<file path="src/rtl/core/f64sif_pkg.sv">
// shared constants and stage types for the float64 int/frac split pipeline
`timescale 1ns / 1ps
package f64sif_pkg;
    localparam int MANT_W = 52;
    localparam int EXP_W = 11;
    localparam logic [EXP_W-1:0] EXP_BIAS = 11'h3FF;
    localparam logic [EXP_W-1:0] EXP_ALL1 = 11'h7FF;
    localparam logic [EXP_W-1:0] EXP_INT_LIM = 11'h433;  // 1023 + 52

    // decoded item after the first stage
    typedef struct packed {
        logic             vld;
        logic [63:0]      v;
        logic [11:0]      ue;
        logic             pass_int;   // value is its own integer part
        logic             pass_frac;  // value is its own fraction
        logic [51:0]      fm;         // fraction mantissa bits
        logic [63:0]      ipart;
    } dec_t;

    // after leading-one search
    typedef struct packed {
        logic             vld;
        logic [63:0]      v;
        logic [11:0]      ue;
        logic             pass_int;
        logic             pass_frac;
        logic             fzero;
        logic [51:0]      fm;
        logic [5:0]       lz;         // leading zeros of fm within 52 bits
        logic [63:0]      ipart;
    } lzc_t;
endpackage

</file>
<file path="src/rtl/core/float64_split_int_frac_top.sv">
// top level of the float64 integer/fraction split pipeline
// Splits a binary64 value into unbiased exponent, integer part, fraction part and
// signed significand. Fully pipelined: one operand may be started every cycle
// (busy is always low) and its result appears with the done strobe after the
// decode, leading-zero and pack register stages. Results are shown for one cycle
// only; the receiver must take every transfer.
`timescale 1ns / 1ps
module float64_split_int_frac_top
(
    input  logic        clk,
    input  logic        rst_n,
    input  logic        start,
    output logic        busy,
    input  logic [63:0] value_bits,
    output logic        done,
    output logic [11:0] unbiased_exponent,
    output logic [63:0] integer_part_bits,
    output logic [63:0] fraction_part_bits,
    output logic [63:0] significand_bits
);
    import f64sif_pkg::*;

    dec_t dec;
    lzc_t lzc;

    assign busy = 1'b0;

    f64sif_decode u_decode
    (
        .clk        (clk),
        .rst_n      (rst_n),
        .in_vld     (start),
        .value_bits (value_bits),
        .dec        (dec)
    );

    f64sif_lzc u_lzc
    (
        .clk   (clk),
        .rst_n (rst_n),
        .dec   (dec),
        .lzc   (lzc)
    );

    f64sif_pack u_pack
    (
        .clk                (clk),
        .rst_n              (rst_n),
        .lzc                (lzc),
        .done               (done),
        .unbiased_exponent  (unbiased_exponent),
        .integer_part_bits  (integer_part_bits),
        .fraction_part_bits (fraction_part_bits),
        .significand_bits   (significand_bits)
    );

    // every start transfer gives a matching done
    a_lat: assert property (@(posedge clk) disable iff (!rst_n)
        start |-> ##3 done) else $error("missing result");
    a_nospur: assert property (@(posedge clk) disable iff (!rst_n)
        done |-> $past(lzc.vld)) else $error("spurious result");
    a_sig: assert property (@(posedge clk) disable iff (!rst_n)
        done |-> significand_bits[62:52] == EXP_BIAS) else $error("bad significand");
endmodule

</file>
<file path="src/rtl/core/f64sif_decode.sv">
// stage 1: field decode and integer part mask
`timescale 1ns / 1ps
module f64sif_decode
(
    input  logic                 clk,
    input  logic                 rst_n,
    input  logic                 in_vld,
    input  logic [63:0]          value_bits,
    output f64sif_pkg::dec_t     dec
);
    import f64sif_pkg::*;

    dec_t dec_reg;
    dec_t dec_next;
    logic [10:0] ef;
    logic [5:0]  nf;
    logic [51:0] fmask;

    always_comb
    begin
        ef = value_bits[62:52];
        nf = 6'(EXP_INT_LIM - ef);
        fmask = ~(52'hF_FFFF_FFFF_FFFF << nf);
        dec_next.vld = in_vld;
        dec_next.v = value_bits;
        dec_next.ue = {1'b0, ef} - {1'b0, EXP_BIAS};
        dec_next.pass_int = (ef == EXP_ALL1) || (ef >= EXP_INT_LIM);
        dec_next.pass_frac = ef < EXP_BIAS;
        dec_next.fm = value_bits[51:0] & fmask;
        dec_next.ipart = {value_bits[63:52], value_bits[51:0] & ~fmask};
    end

    always_ff @(posedge clk or negedge rst_n)
    begin
        if (!rst_n)
        begin
            dec_reg <= '0;
        end
        else
        begin
            dec_reg <= dec_next;
        end
    end

    assign dec = dec_reg;
endmodule

</file>
<file path="src/rtl/core/f64sif_lzc.sv">
// stage 2: leading-zero count of the fraction bits
`timescale 1ns / 1ps
module f64sif_lzc
(
    input  logic                 clk,
    input  logic                 rst_n,
    input  f64sif_pkg::dec_t     dec,
    output f64sif_pkg::lzc_t     lzc
);
    import f64sif_pkg::*;

    lzc_t lzc_reg;
    lzc_t lzc_next;
    logic [5:0] cnt;
    logic       found;

    always_comb
    begin
        cnt = '0;
        found = 1'b0;
        for (int i = MANT_W - 1; i >= 0; i--)
        begin
            if (!found && dec.fm[i])
            begin
                found = 1'b1;
                cnt = 6'(MANT_W - 1 - i);
            end
        end
        lzc_next.vld = dec.vld;
        lzc_next.v = dec.v;
        lzc_next.ue = dec.ue;
        lzc_next.pass_int = dec.pass_int;
        lzc_next.pass_frac = dec.pass_frac;
        lzc_next.fzero = !found;
        lzc_next.fm = dec.fm;
        lzc_next.lz = cnt;
        lzc_next.ipart = dec.ipart;
    end

    always_ff @(posedge clk or negedge rst_n)
    begin
        if (!rst_n)
        begin
            lzc_reg <= '0;
        end
        else
        begin
            lzc_reg <= lzc_next;
        end
    end

    assign lzc = lzc_reg;
endmodule

</file>
<file path="src/rtl/core/f64sif_pack.sv">
// stage 3: normalize fraction and build the four results
`timescale 1ns / 1ps
module f64sif_pack
(
    input  logic                 clk,
    input  logic                 rst_n,
    input  f64sif_pkg::lzc_t     lzc,
    output logic                 done,
    output logic [11:0]          unbiased_exponent,
    output logic [63:0]          integer_part_bits,
    output logic [63:0]          fraction_part_bits,
    output logic [63:0]          significand_bits
);
    import f64sif_pkg::*;

    logic        done_reg;
    logic [11:0] ue_reg;
    logic [63:0] ip_reg, ip_next;
    logic [63:0] fp_reg, fp_next;
    logic [63:0] sg_reg;
    logic [51:0] norm;
    logic [10:0] nexp;
    logic [63:0] sign;

    always_comb
    begin
        sign = {lzc.v[63], 63'd0};
        // leading one at bit p = 51 - lz, shift by 52 - p drops it
        norm = lzc.fm << (lzc.lz + 6'd1);
        nexp = 11'(lzc.ue) + EXP_BIAS - 11'(lzc.lz) - 11'd1;
        if (lzc.pass_int)
        begin
            ip_next = lzc.v;
            fp_next = sign;
        end
        else if (lzc.pass_frac)
        begin
            ip_next = sign;
            fp_next = lzc.v;
        end
        else
        begin
            ip_next = lzc.ipart;
            fp_next = lzc.fzero ? sign : {lzc.v[63], nexp, norm};
        end
    end

    always_ff @(posedge clk or negedge rst_n)
    begin
        if (!rst_n)
        begin
            done_reg <= 1'b0;
        end
        else
        begin
            done_reg <= lzc.vld;
        end
    end

    always_ff @(posedge clk)
    begin
        ue_reg <= lzc.ue;
        ip_reg <= ip_next;
        fp_reg <= fp_next;
        sg_reg <= {lzc.v[63], EXP_BIAS, lzc.v[51:0]};
    end

    assign done = done_reg;
    assign unbiased_exponent = ue_reg;
    assign integer_part_bits = ip_reg;
    assign fraction_part_bits = fp_reg;
    assign significand_bits = sg_reg;
endmodule

</file>
<file path="config.mk">
export PLATFORM = sky130hd
export DESIGN_NAME = float64_split_int_frac_top
export DESIGN_NICKNAME = d
export VERILOG_FILES = /design/src/rtl/core/f64sif_pkg.sv /design/src/rtl/core/float64_split_int_frac_top.sv /design/src/rtl/core/f64sif_decode.sv /design/src/rtl/core/f64sif_lzc.sv /design/src/rtl/core/f64sif_pack.sv
export SDC_FILE = /design/constraint.sdc
export NUM_CORES = 1
export LEC_CHECK = 0
export BUFFER_PORTS_ARGS = -buffer_cell sky130_fd_sc_hd__buf_2
export CORE_MARGIN = 4
export CORE_UTILIZATION = 30
export CTS_CLUSTER_DIAMETER = 200
export DETAILED_ROUTE_END_ITERATION = 16
export GPL_TIMING_DRIVEN = 0
export SLEW_MARGIN = 0
export SYNTH_ARGS = -nofsm -noshare
export SYNTH_HDL_FRONTEND = slang
export SYNTH_SLANG_ARGS = --single-unit
export TNS_END_PERCENT = 20
</file>
<file path="constraint.sdc">
create_clock -name clk -period 4.1 [get_ports clk]
set_clock_uncertainty 0.05 [all_clocks]
set_input_delay 0 -clock clk [delete_from_list [all_inputs] [get_ports clk]]
set_output_delay 0 -clock clk [all_outputs]
set_load 0.03 [all_outputs]
</file>
==> results.tsv, run 1 <==
stage	metric	value	unit
yosys	synth_flop_cell	dfrtp_1	
final_layout	ff_latch_area	13200	um^2
floorplan	die_w	265	um
global_routing	grt_overflow	0	
sta	setup_viol	0	
setup_path	start_kind	flop	
global_routing	grt_max_degree	131	
final_layout	finalNetCount	2009	
clock_network	cts_tree	yes	
setup_path	crit_fanout	10	
yosys	ys_seq_area_frac	0.668	
drt	drtAntennaViolNets	0	
sta	min_period	3910	ps
placed_design	dp_hpwl	54100	um
setup_path	worstReg2RegEnd	u_pack.fraction_part_bits[30]	
setup_path	regToRegSetupSlack	190	ps
setup_path	critPathKind	reg2reg	
final_layout	multi_input_area	6040	um^2
yosys	synth_edf_count	0	
yosys	syn_inst	1505	
run	drv_cap	0	
sta	tns	0	ps
yosys	ys_warn_count	0	
yosys	synthDistinctLibCells	72	
sta	hold_ws	29.0	ps
outcome	outcome	completed	
yosys	syn_area_per_cell	13.1	um^2
global_routing	grt_use_total	0.195	
drt	routed_via_density	4.92	
floorplan	placementRows	93	
floorplan	ioPinCount	273	
yosys	yosys_register_bits	566	
power	leakagePower	11.4	nW
setup_path	cp.arrival	4330	ps
drt	drt_pass1_iterations	6	
sta	rsz0062_at_grt	false	
floorplan	start_util	0.305	
clock_network	clock_path_buffers	3	
global_routing	grt_pass1_vias	14362	
clock_network	cts-htree-levels	2	
power	power-per-cell-area	641	nW/um^2
sta	slew_headroom	0.209	
clock_network	clock_sinks	566	
drt	wl	70000	um
clock_network	cts_buffers	55	
yosys	netlist_area	19800	um^2
hold_path	min_delay_worst_endpoint	u_decode.dec[133]	
final_layout	drive_above_1_share	0.228	
hold_path	hp-start	value_bits[3]	
sta	tightest_slew	1180	ps
sta	max_freq	0.256	GHz
setup_path	r2r_start	u_lzc.lzc[65]	
final_layout	largest_register_ffs	190	
setup_path	r2r_cells	7	
clock_network	post-cts-setup-buffer-count	0	
clock_network	path_clk_slew	70	ps
setup_path	end_kind	flop	
placed_design	numPortBuffers	260	
hold_path	hold_class	in2reg	
drt	drtIter0Drc	1386	
floorplan	coreArea	64800	um^2
yosys	synth-async-reset-ratio	0.661	
global_routing	antenna_found_initial	2	
setup_path	crit_required	4520	ps
sta	period_share	0.954	
drt	wl_per_cell	24.8	um
final_layout	fin_area	25000	um^2
floorplan	die_area	70000	um^2
placed_design	finalWeightedCongestion	0.907	
power	p_total	16.0	mW
clock_network	cts_resized	0	
power	ir_worst_vdd	0.367	mV
floorplan	dieHeight	265	um
sta	timing.final.hold_violations	0	
placed_design	postPlaceCellArea	22300	um^2
setup_path	crit_start	u_lzc.lzc[65]	
drt	drc	0	
hold_path	whs_path_depth	2	
final_layout	finalCoreUtilization	0.386	
final_layout	num-fill-cells	6153	
clock_network	clk_latency	620	ps
drt	num_vias	13886	
global_routing	grt_pass1_wl	100000	um
sta	finalMaxSlewViolations	0	
clock_network	clockRootBuffer	clkbuf_16	
final_layout	syn2layout_area_growth	26.6	%
## synth_stat cells (all sizes together) (14+ instances only)
| cell | count | area [um^2] |
|---|---|---|
| a21boi | 23 | 173 |
| a21oi | 46 | 230 |
| a22o | 70 | 613 |
| and2 | 26 | 163 |
| and3 | 30 | 188 |
| buf | 36 | 220 |
| clkbuf | 47 | 176 |
| dfrtp | 374 | 9360 |
| dfxtp | 192 | 3840 |
| ha | 22 | 275 |
| inv | 42 | 158 |
| mux2 | 15 | 169 |
| mux2i | 56 | 561 |
| mux4 | 36 | 811 |
| nand2 | 120 | 450 |
| nand3 | 19 | 100 |
| nor2 | 67 | 251 |
| nor2b | 36 | 225 |
| nor3 | 21 | 116 |
| nor4 | 14 | 109 |
| o21ai | 51 | 255 |
| xnor2 | 19 | 174 |
## worst max-delay path by stage
stage                                    end  slack, ps  cells after the start
4_1_cts        u_pack.fraction_part_bits[30]        350                      7
3_5_place_dp   u_pack.fraction_part_bits[30]        370                      7
2_1_floorplan  u_pack.fraction_part_bits[61]       1430                     10
6_report       u_pack.fraction_part_bits[30]        190                      7
3_3_place_gp                  u_lzc.lzc[153]      -4010                      1
5_1_grt        u_pack.fraction_part_bits[30]        200                      7
## report_power, final
| part | leakage [nW] | switching (mW) | internal [mW] |
|---|---|---|---|
| clock | 0.911 | 2.19 | 3.00 |
| sequential | 6.23 | 0.302 | 6.05 |
| combinational | 4.27 | 3.04 | 1.45 |
| total | 11.4 | 5.53 | 10.5 |
## final cells by class
cell class | count | share of cell area
sequential | 566 | 0.528
inverter | 43 | 0.00645
clock inverter | 26 | 0.0121
buffer | 83 | 0.0159
tap | 855 | 0.0428
antenna | 2 | 0.000200
timing repair buffer | 347 | 0.0893
multi-input combinational | 823 | 0.242
clock buffer | 78 | 0.0638
## timing repair
| action | 4_1_cts | 5_1_grt |
|---|---|---|
| endpoints found under the hold margin | 306 | 0 |
| endpoints found under the setup margin | 0 | 0 |
| hold buffers | 84 | 0 |
## through the flow
step | instances | setup WS [ps]
floorplan | 1515 | 1430
global placement | 2630 | -4010
detailed placement | 2633 | 370
CTS | 2821 | 348
global route | 2822 | 200
finish | 2823 | 190
## cell usage in the layout (no fill, tap or decap), types with 12 or more instances in the layout
master / n
nand2_1: 120
a22o_1: 70
buf_4: 17
nor4_1: 12
and3_1: 30
mux2_2: 14
mux4_2: 36
nor3_1: 19
conb_1: 12
ha_1: 22
clkbuf_1: 60
nor2_1: 67
a21boi_0: 22
xnor2_1: 18
o211ai_1: 13
dfxtp_1: 192
a22oi_1: 13
inv_1: 42
o21ai_1: 19
a21oi_1: 46
mux2i_1: 56
nor2b_1: 36
clkbuf_16: 58
dfrtp_1: 374
o21ai_0: 32
nand3_1: 18
buf_2: 276
dlygate4sd3_1: 84
and2_1: 26
## kinds of logic after synthesis
family,after synthesis,share of synthesized area
buf+inv,126,0.0282
simple gates,364,0.0928
mux,107,0.0779
other cells,2,0.000380
fa+ha+maj,23,0.0149
compound gates,290,0.105
xor+xnor,27,0.0127
flops,566,0.668
## critical path: stages, from the launching register on
cell and delay, ps:
dfrtp_1 470, ha_1 340, xor2_2 510, clkbuf_1 580
mux2i_1 530, o21ai_1 320, a22oi_1 810, nand2_1 150
## layer usage
metal,track usage,vias to the layer above,part of all wire
met5,0,-,0
li1,-,6116,-
met3,0.0319,108,0.061
met4,0.0611,0,0.031
met2,0.311,597,0.47
met1,0.274,7065,0.44
(Power assumes the default switching activity.)
==> inputs of run 2 (changes only) <==
CELL_PAD_IN_SITES_DETAIL_PLACEMENT = 1   (was unset)
CELL_PAD_IN_SITES_GLOBAL_PLACEMENT = 2   (was unset)
PLACE_DENSITY_LB_ADDON = 0.1   (was unset)
==> results.tsv, run 2 (same netlist as run 1, synthesis figures left out) <==
stage	metric	value	unit	change
drt	wl_per_cell	27.1	um	+9.2%
clock_network	path_clk_slew	60	ps	about the same
sta	timing.final.hold_violations	0		unchanged
sta	hold_ws	21.6	ps	-7.42 ps
floorplan	dieHeight	265	um	unchanged
final_layout	drive_above_1_share	0.231		+0.00328
outcome	outcome	completed		
sta	finalMaxSlewViolations	0		unchanged
placed_design	finalWeightedCongestion	0.891		-1.8%
clock_network	cts-htree-levels	2		unchanged
drt	wl	77500	um	+11%
setup_path	path_cells	ha_1 > buf_2 > buf_4 > buf_2 > mux4_2 > mux2i_2 > mux2i_1 > a221o_1		
clock_network	clock_path_buffers	3		unchanged
clock_network	clockRootBuffer	clkbuf_16		
final_layout	final_common_cell	dfrtp_1		
setup_path	slowest_delay	690	ps	-120 ps
setup_path	crit_required	4550	ps	+30 ps
floorplan	ioPinCount	273		unchanged
final_layout	syn2layout_area_growth	29.2	%	
drt	drtIter0Drc	1029		-26%
drt	routed_via_density	4.83		-1.9%
global_routing	antenna_found_initial	11		+9
sta	timing.final.ws_setup	85.5	ps	-104 ps
setup_path	path_common_cell	buf_2		
final_layout	largest_register_ffs	190		unchanged
drt	drt_pass1_iterations	7		+1
drt	drc	0		unchanged
power	ir_worst_vdd	0.393	mV	+7.0%
floorplan	coreArea	64800	um^2	unchanged
floorplan	die_w	265	um	unchanged
power	leakagePower	11.7	nW	+2.1%
setup_path	critPathKind	reg2reg		
final_layout	final_cells	2863		+1.4%
placed_design	numPortBuffers	260		unchanged
clock_network	clk_latency	640	ps	+20 ps
floorplan	start_util	0.305		unchanged
power	power-per-cell-area	650	nW/um^2	+1.4%
placed_design	place_inst	2633		unchanged
sta	slew_headroom	0.121		-0.0881
clock_network	cts_tree	yes		
global_routing	grt_pass1_wl	110000	um	+9.3%
global_routing	grt_pass1_vias	14751		+2.7%
sta	max_freq	0.249	GHz	-2.6%
run	drv_cap	0		unchanged
setup_path	crit_buf_inv	3		+2
global_routing	grt_use_total	0.217		+0.0222
global_routing	grt_overflow	0		unchanged
sta	rsz0062_at_grt	false		
setup_path	start_kind	flop		
final_layout	finalNetCount	2041		+1.6%
global_routing	grt_max_degree	121		-7.6%
sta	min_period	4010	ps	+104 ps
placed_design	dp_hpwl	60400	um	+12%
setup_path	cp.arrival	4470	ps	+140 ps
floorplan	die_area	70000	um^2	unchanged
placed_design	pre_cts_slack	-710	ps	-1080 ps
clock_network	clock_sinks	566		unchanged
clock_network	cts_buffers	60		+9.1%
setup_path	end_kind	flop		
drt	num_vias	13821		-0.47%
sta	setup_viol	0		unchanged
setup_path	cp_slowest_cell	mux2i_2		
hold_path	hold_class	in2reg		
final_layout	final_cell_mix	374 x dfrtp_1, 276 x buf_2, 192 x dfxtp_1		
drt	drtAntennaViolNets	0		unchanged
sta	period_share	0.979		+0.0255
setup_path	cp_top_family	multiplexers		
setup_path	crit_fanout	10		unchanged
sta	tightest_slew	1320	ps	+137 ps
floorplan	placementRows	93		unchanged
-- run 2: changes by cell type in the layout (fill, tap and decap cells not counted), moves of 2 or more --
cell           delta
diode_2           +3
dlygate4sd3_1    +26
bufinv_16         -2
clkinvlp_4        -4
inv_4             +2
clkbuf_16         +5
mux2i_1           -2
clkbuf_8         +12
-- run 2: report_power, final --
group | switching, mW | internal [mW] | total (mW)
sequential | 0.322 | 6.05 | 6.37
combinational | 3.15 | 1.49 | 4.64
clock | 2.28 | 3.30 | 5.58
total | 5.75 | 10.8 | 16.6
-- run 2: per-stage QoR --
| stage | setup TNS [ps] | area, um^2 | util | power, mW |
|---|---|---|---|---|
| final | 0 | 25500 | 0.394 | 16.6 |
| after global placement | -1560880 | 22200 | 0.342 | 11.0 |
| after CTS | 0 | 25500 | 0.394 | 16.8 |
| after floorplan | 0 | 19800 | - | 9.05 |
| after detailed placement | -2200 | 22300 | 0.344 | 11.0 |
| after global routing | 0 | 25500 | 0.394 | 17.3 |
-- run 2: cell type report --
type	instances	area (um^2)
Sequential cell	566	13200
Timing Repair Buffer	374	2520
Tap cell	855	1070
Clock buffer	94	1880
Clock inverter	20	218
Antenna cell	5	12.5
Multi-Input combinational cell	823	6070
Fill cell	6894	39300
Inverter	43	161
Buffer	83	397
-- run 2: path summary, 6_finish.rpt --
kind | to | start | cells past startpoint | slack [ps]
min reg2reg | u_lzc.lzc[168] | u_decode.dec[161] | 0 | 290
max in group asynchronous | u_lzc.lzc[181] | rst_n | 6 | 2000
max reg2reg | u_pack.fraction_part_bits[31] | u_lzc.lzc[65] | 8 | 90
max | u_pack.fraction_part_bits[31] | u_lzc.lzc[65] | 8 | 90
min | u_decode.dec[149] | value_bits[19] | 2 | 20
min in group asynchronous | u_lzc.lzc[201] | rst_n | 4 | 420
-- run 2: what timing repair did --
| action | CTS | global route |
|---|---|---|
| hold buffers | 110 | 1 |
| endpoints found under the hold margin | 335 | 1 |
| buffers inserted | 0 | 0 |
| setup endpoints to repair | 9 | 0 |
| gates resized for setup | 5 | 0 |
-- run 2: layer usage --
layer	vias up	track usage	routed length, um
met5	-	0	15
met4	2	0.0751	2870
met3	103	0.0407	4320
met2	413	0.334	34600
met1	7136	0.308	35700
li1	6167	-	-
==> inputs of run 3 (changes only) <==
GPL_TIMING_DRIVEN = unset   (was 0)
==> results.tsv, run 3 (same netlist as run 1, synthesis figures left out) <==
stage	metric	value	unit	change
outcome	outcome	complete, but fails checks		
outcome	violations	negative hold slack		
setup_path	cp_top_family	multiplexers		
floorplan	die_w	265	um	unchanged
sta	setup_viol	0		unchanged
clock_network	clock_path_buffers	3		unchanged
setup_path	crit_buf_inv	2		-1
power	switching_power	5.66	mW	-1.6%
power	pwr-share-comb	0.259		-0.021
floorplan	ioPinCount	273		unchanged
placed_design	postPlaceCellArea	22300	um^2	about the same
setup_path	cp.arrival	3980	ps	-490 ps
drt	wl_per_cell	26.8	um	-1.1%
drt	drc	0		unchanged
clock_network	cts-htree-levels	3		+1
power	p_clk_frac	0.365		+0.029
final_layout	finalNetCount	1973		-3.3%
power	power-per-cell-area	672	nW/um^2	+3.4%
sta	slew_headroom	0.300		+0.179
setup_path	critPathKind	reg2reg		
power	power_frac_seq	0.377		-0.007
floorplan	die_area	70000	um^2	unchanged
sta	rsz0062_at_grt	false		
setup_path	path_cells	ha_2 > buf_4 > buf_4 > mux2i_1 > mux2i_1 > mux2i_1 > mux2i_1 > a22oi_1 > nand2_1		
setup_path	crit_fanout	23		+13
drt	wl	74900	um	-3.4%
floorplan	dieHeight	265	um	unchanged
final_layout	drive_above_1_share	0.250		+0.0187
clock_network	cts_buffers	66		+10%
setup_path	start_kind	flop		
sta	hold_ws	-62.5	ps	-84.1 ps
power	p_sw_frac	0.332		-0.0148
floorplan	coreArea	64800	um^2	unchanged
setup_path	slowest_delay	760	ps	+70 ps
global_routing	grt_overflow	0		unchanged
setup_path	crit_required	4520	ps	-30 ps
drt	drt_pass1_iterations	5		-2
global_routing	antenna_found_initial	7		-4
clock_network	cts_resized	0		-5
placed_design	numPortBuffers	260		unchanged
setup_path	cp_slowest_cell	ha_2		
drt	drtIter0Drc	774		-25%
clock_network	clock_sinks	566		unchanged
power	ir_worst_vdd	0.289	mV	-27%
clock_network	cts_tree	yes		
sta	tns	0	ps	unchanged
global_routing	grt_max_degree	110		-9.1%
sta	min_period	3560	ps	-452 ps
hold_path	hold_class	in2async		
final_layout	final_common_cell	dfrtp_1		
final_layout	largest_register_ffs	190		unchanged
floorplan	placementRows	93		unchanged
final_layout	syn2layout_area_growth	28.4	%	
drt	routed_via_density	4.81		-0.33%
floorplan	start_util	0.305		unchanged
sta	tightest_slew	1040	ps	-277 ps
final_layout	fin_area	25400	um^2	-0.62%
final_layout	final_cell_mix	372 x dfrtp_1, 259 x buf_2, 192 x dfxtp_1		
setup_path	end_kind	flop		
setup_path	path_common_cell	mux2i_1		
drt	num_vias	13453		-2.7%
sta	timing.final.hold_violations	15		+15
clock_network	clockRootBuffer	clkbuf_16		
clock_network	path_clk_slew	60	ps	about the same
global_routing	grt_pass1_vias	14408		-2.3%
global_routing	grt_pass1_wl	107000	um	-2.5%
clock_network	cts_hold_buf	76		-31%
run	drv_cap	0		unchanged
sta	finalMaxSlewViolations	0		unchanged
drt	drtAntennaViolNets	0		unchanged
placed_design	dp_hpwl	58100	um	-3.8%
clock_network	post-cts-setup-buffer-count	0		unchanged
global_routing	grt_use_total	0.212		-0.00516
power	p_total	17.1	mW	+2.8%
sta	max_freq	0.281	GHz	+13%
power	p_int	11.4	mW	+5.1%
power	leakagePower	11.6	nW	-0.11%
clock_network	clk_latency	610	ps	-30 ps
sta	period_share	0.869		-0.110
placed_design	finalWeightedCongestion	0.843		-5.3%
-- run 3: changes by cell type in the layout (fill, tap and decap cells not counted), moves of 4 or more --
| cell | delta |
|---|---|
| clkbuf_1 | -46 |
| buf_4 | +26 |
| bufinv_16 | +5 |
| buf_12 | +4 |
| clkbuf_8 | -9 |
| buf_2 | -17 |
| buf_16 | -4 |
| dlygate4sd3_1 | -34 |
| clkbuf_16 | +8 |
-- run 3: layout make-up --
| type | instances | area, um^2 |
|---|---|---|
| antenna | 4 | 10.0 |
| clock buffer | 94 | 1960 |
| clock inverter | 28 | 382 |
| fill | 6856 | 39400 |
| inverter | 43 | 161 |
| multi-input combinational | 823 | 6110 |
| sequential | 566 | 13200 |
| tap | 855 | 1070 |
| timing repair buffer | 383 | 2470 |
-- run 3: path summary, 6_finish.rpt --
kind	from	end	slack (ps)	cells past startpoint
worst min register to register	u_decode.dec[174]	u_lzc.lzc[181]	280	0
worst max-delay path	u_lzc.lzc[65]	u_pack.fraction_part_bits[29]	540	9
worst max register to register	u_lzc.lzc[65]	u_pack.fraction_part_bits[29]	540	9
worst min-delay path	rst_n	u_decode.dec[194]	-60	2
min in group clk	value_bits[16]	u_decode.dec[146]	20	2
max in group asynchronous	rst_n	u_lzc.lzc[63]	2860	3
-- run 3: per-stage QoR --
step | instances | util | setup slack (ps)
after global routing | 2793 | 0.391 | 266
final | 2796 | 0.392 | 538
after floorplan | 1515 | - | 1430
after detailed placement | 2594 | 0.344 | 416
after global placement | 2594 | 0.344 | 486
after CTS | 2792 | 0.391 | 441
-- run 3: layer usage --
layer | up-vias | track usage | wire [um]
li1 | 6047 | - | -
met4 | 2 | 0.0607 | 1840
met3 | 81 | 0.0389 | 3660
met1 | 6958 | 0.301 | 35000
met2 | 365 | 0.333 | 34400
met5 | - | 0 | 13
-- run 3: power by group through the flow --
stage,Clock [mW],Sequential (mW),Combinational [mW]
2_1_floorplan,0,6.80,2.24
3_3_place_gp,0,6.55,4.33
3_5_place_dp,0,6.54,4.36
4_1_cts,6.38,6.44,4.43
5_1_grt,6.62,6.48,4.73
6_report,6.22,6.43,4.41
-- run 3: worst register-to-register path, cell delays in order (launching register included) --
cell	delay (ps)
dfrtp_1	420
ha_2	760
buf_4	430
buf_4	320
mux2i_1	220
mux2i_1	180
mux2i_1	260
mux2i_1	140
a22oi_1	550
nand2_1	100
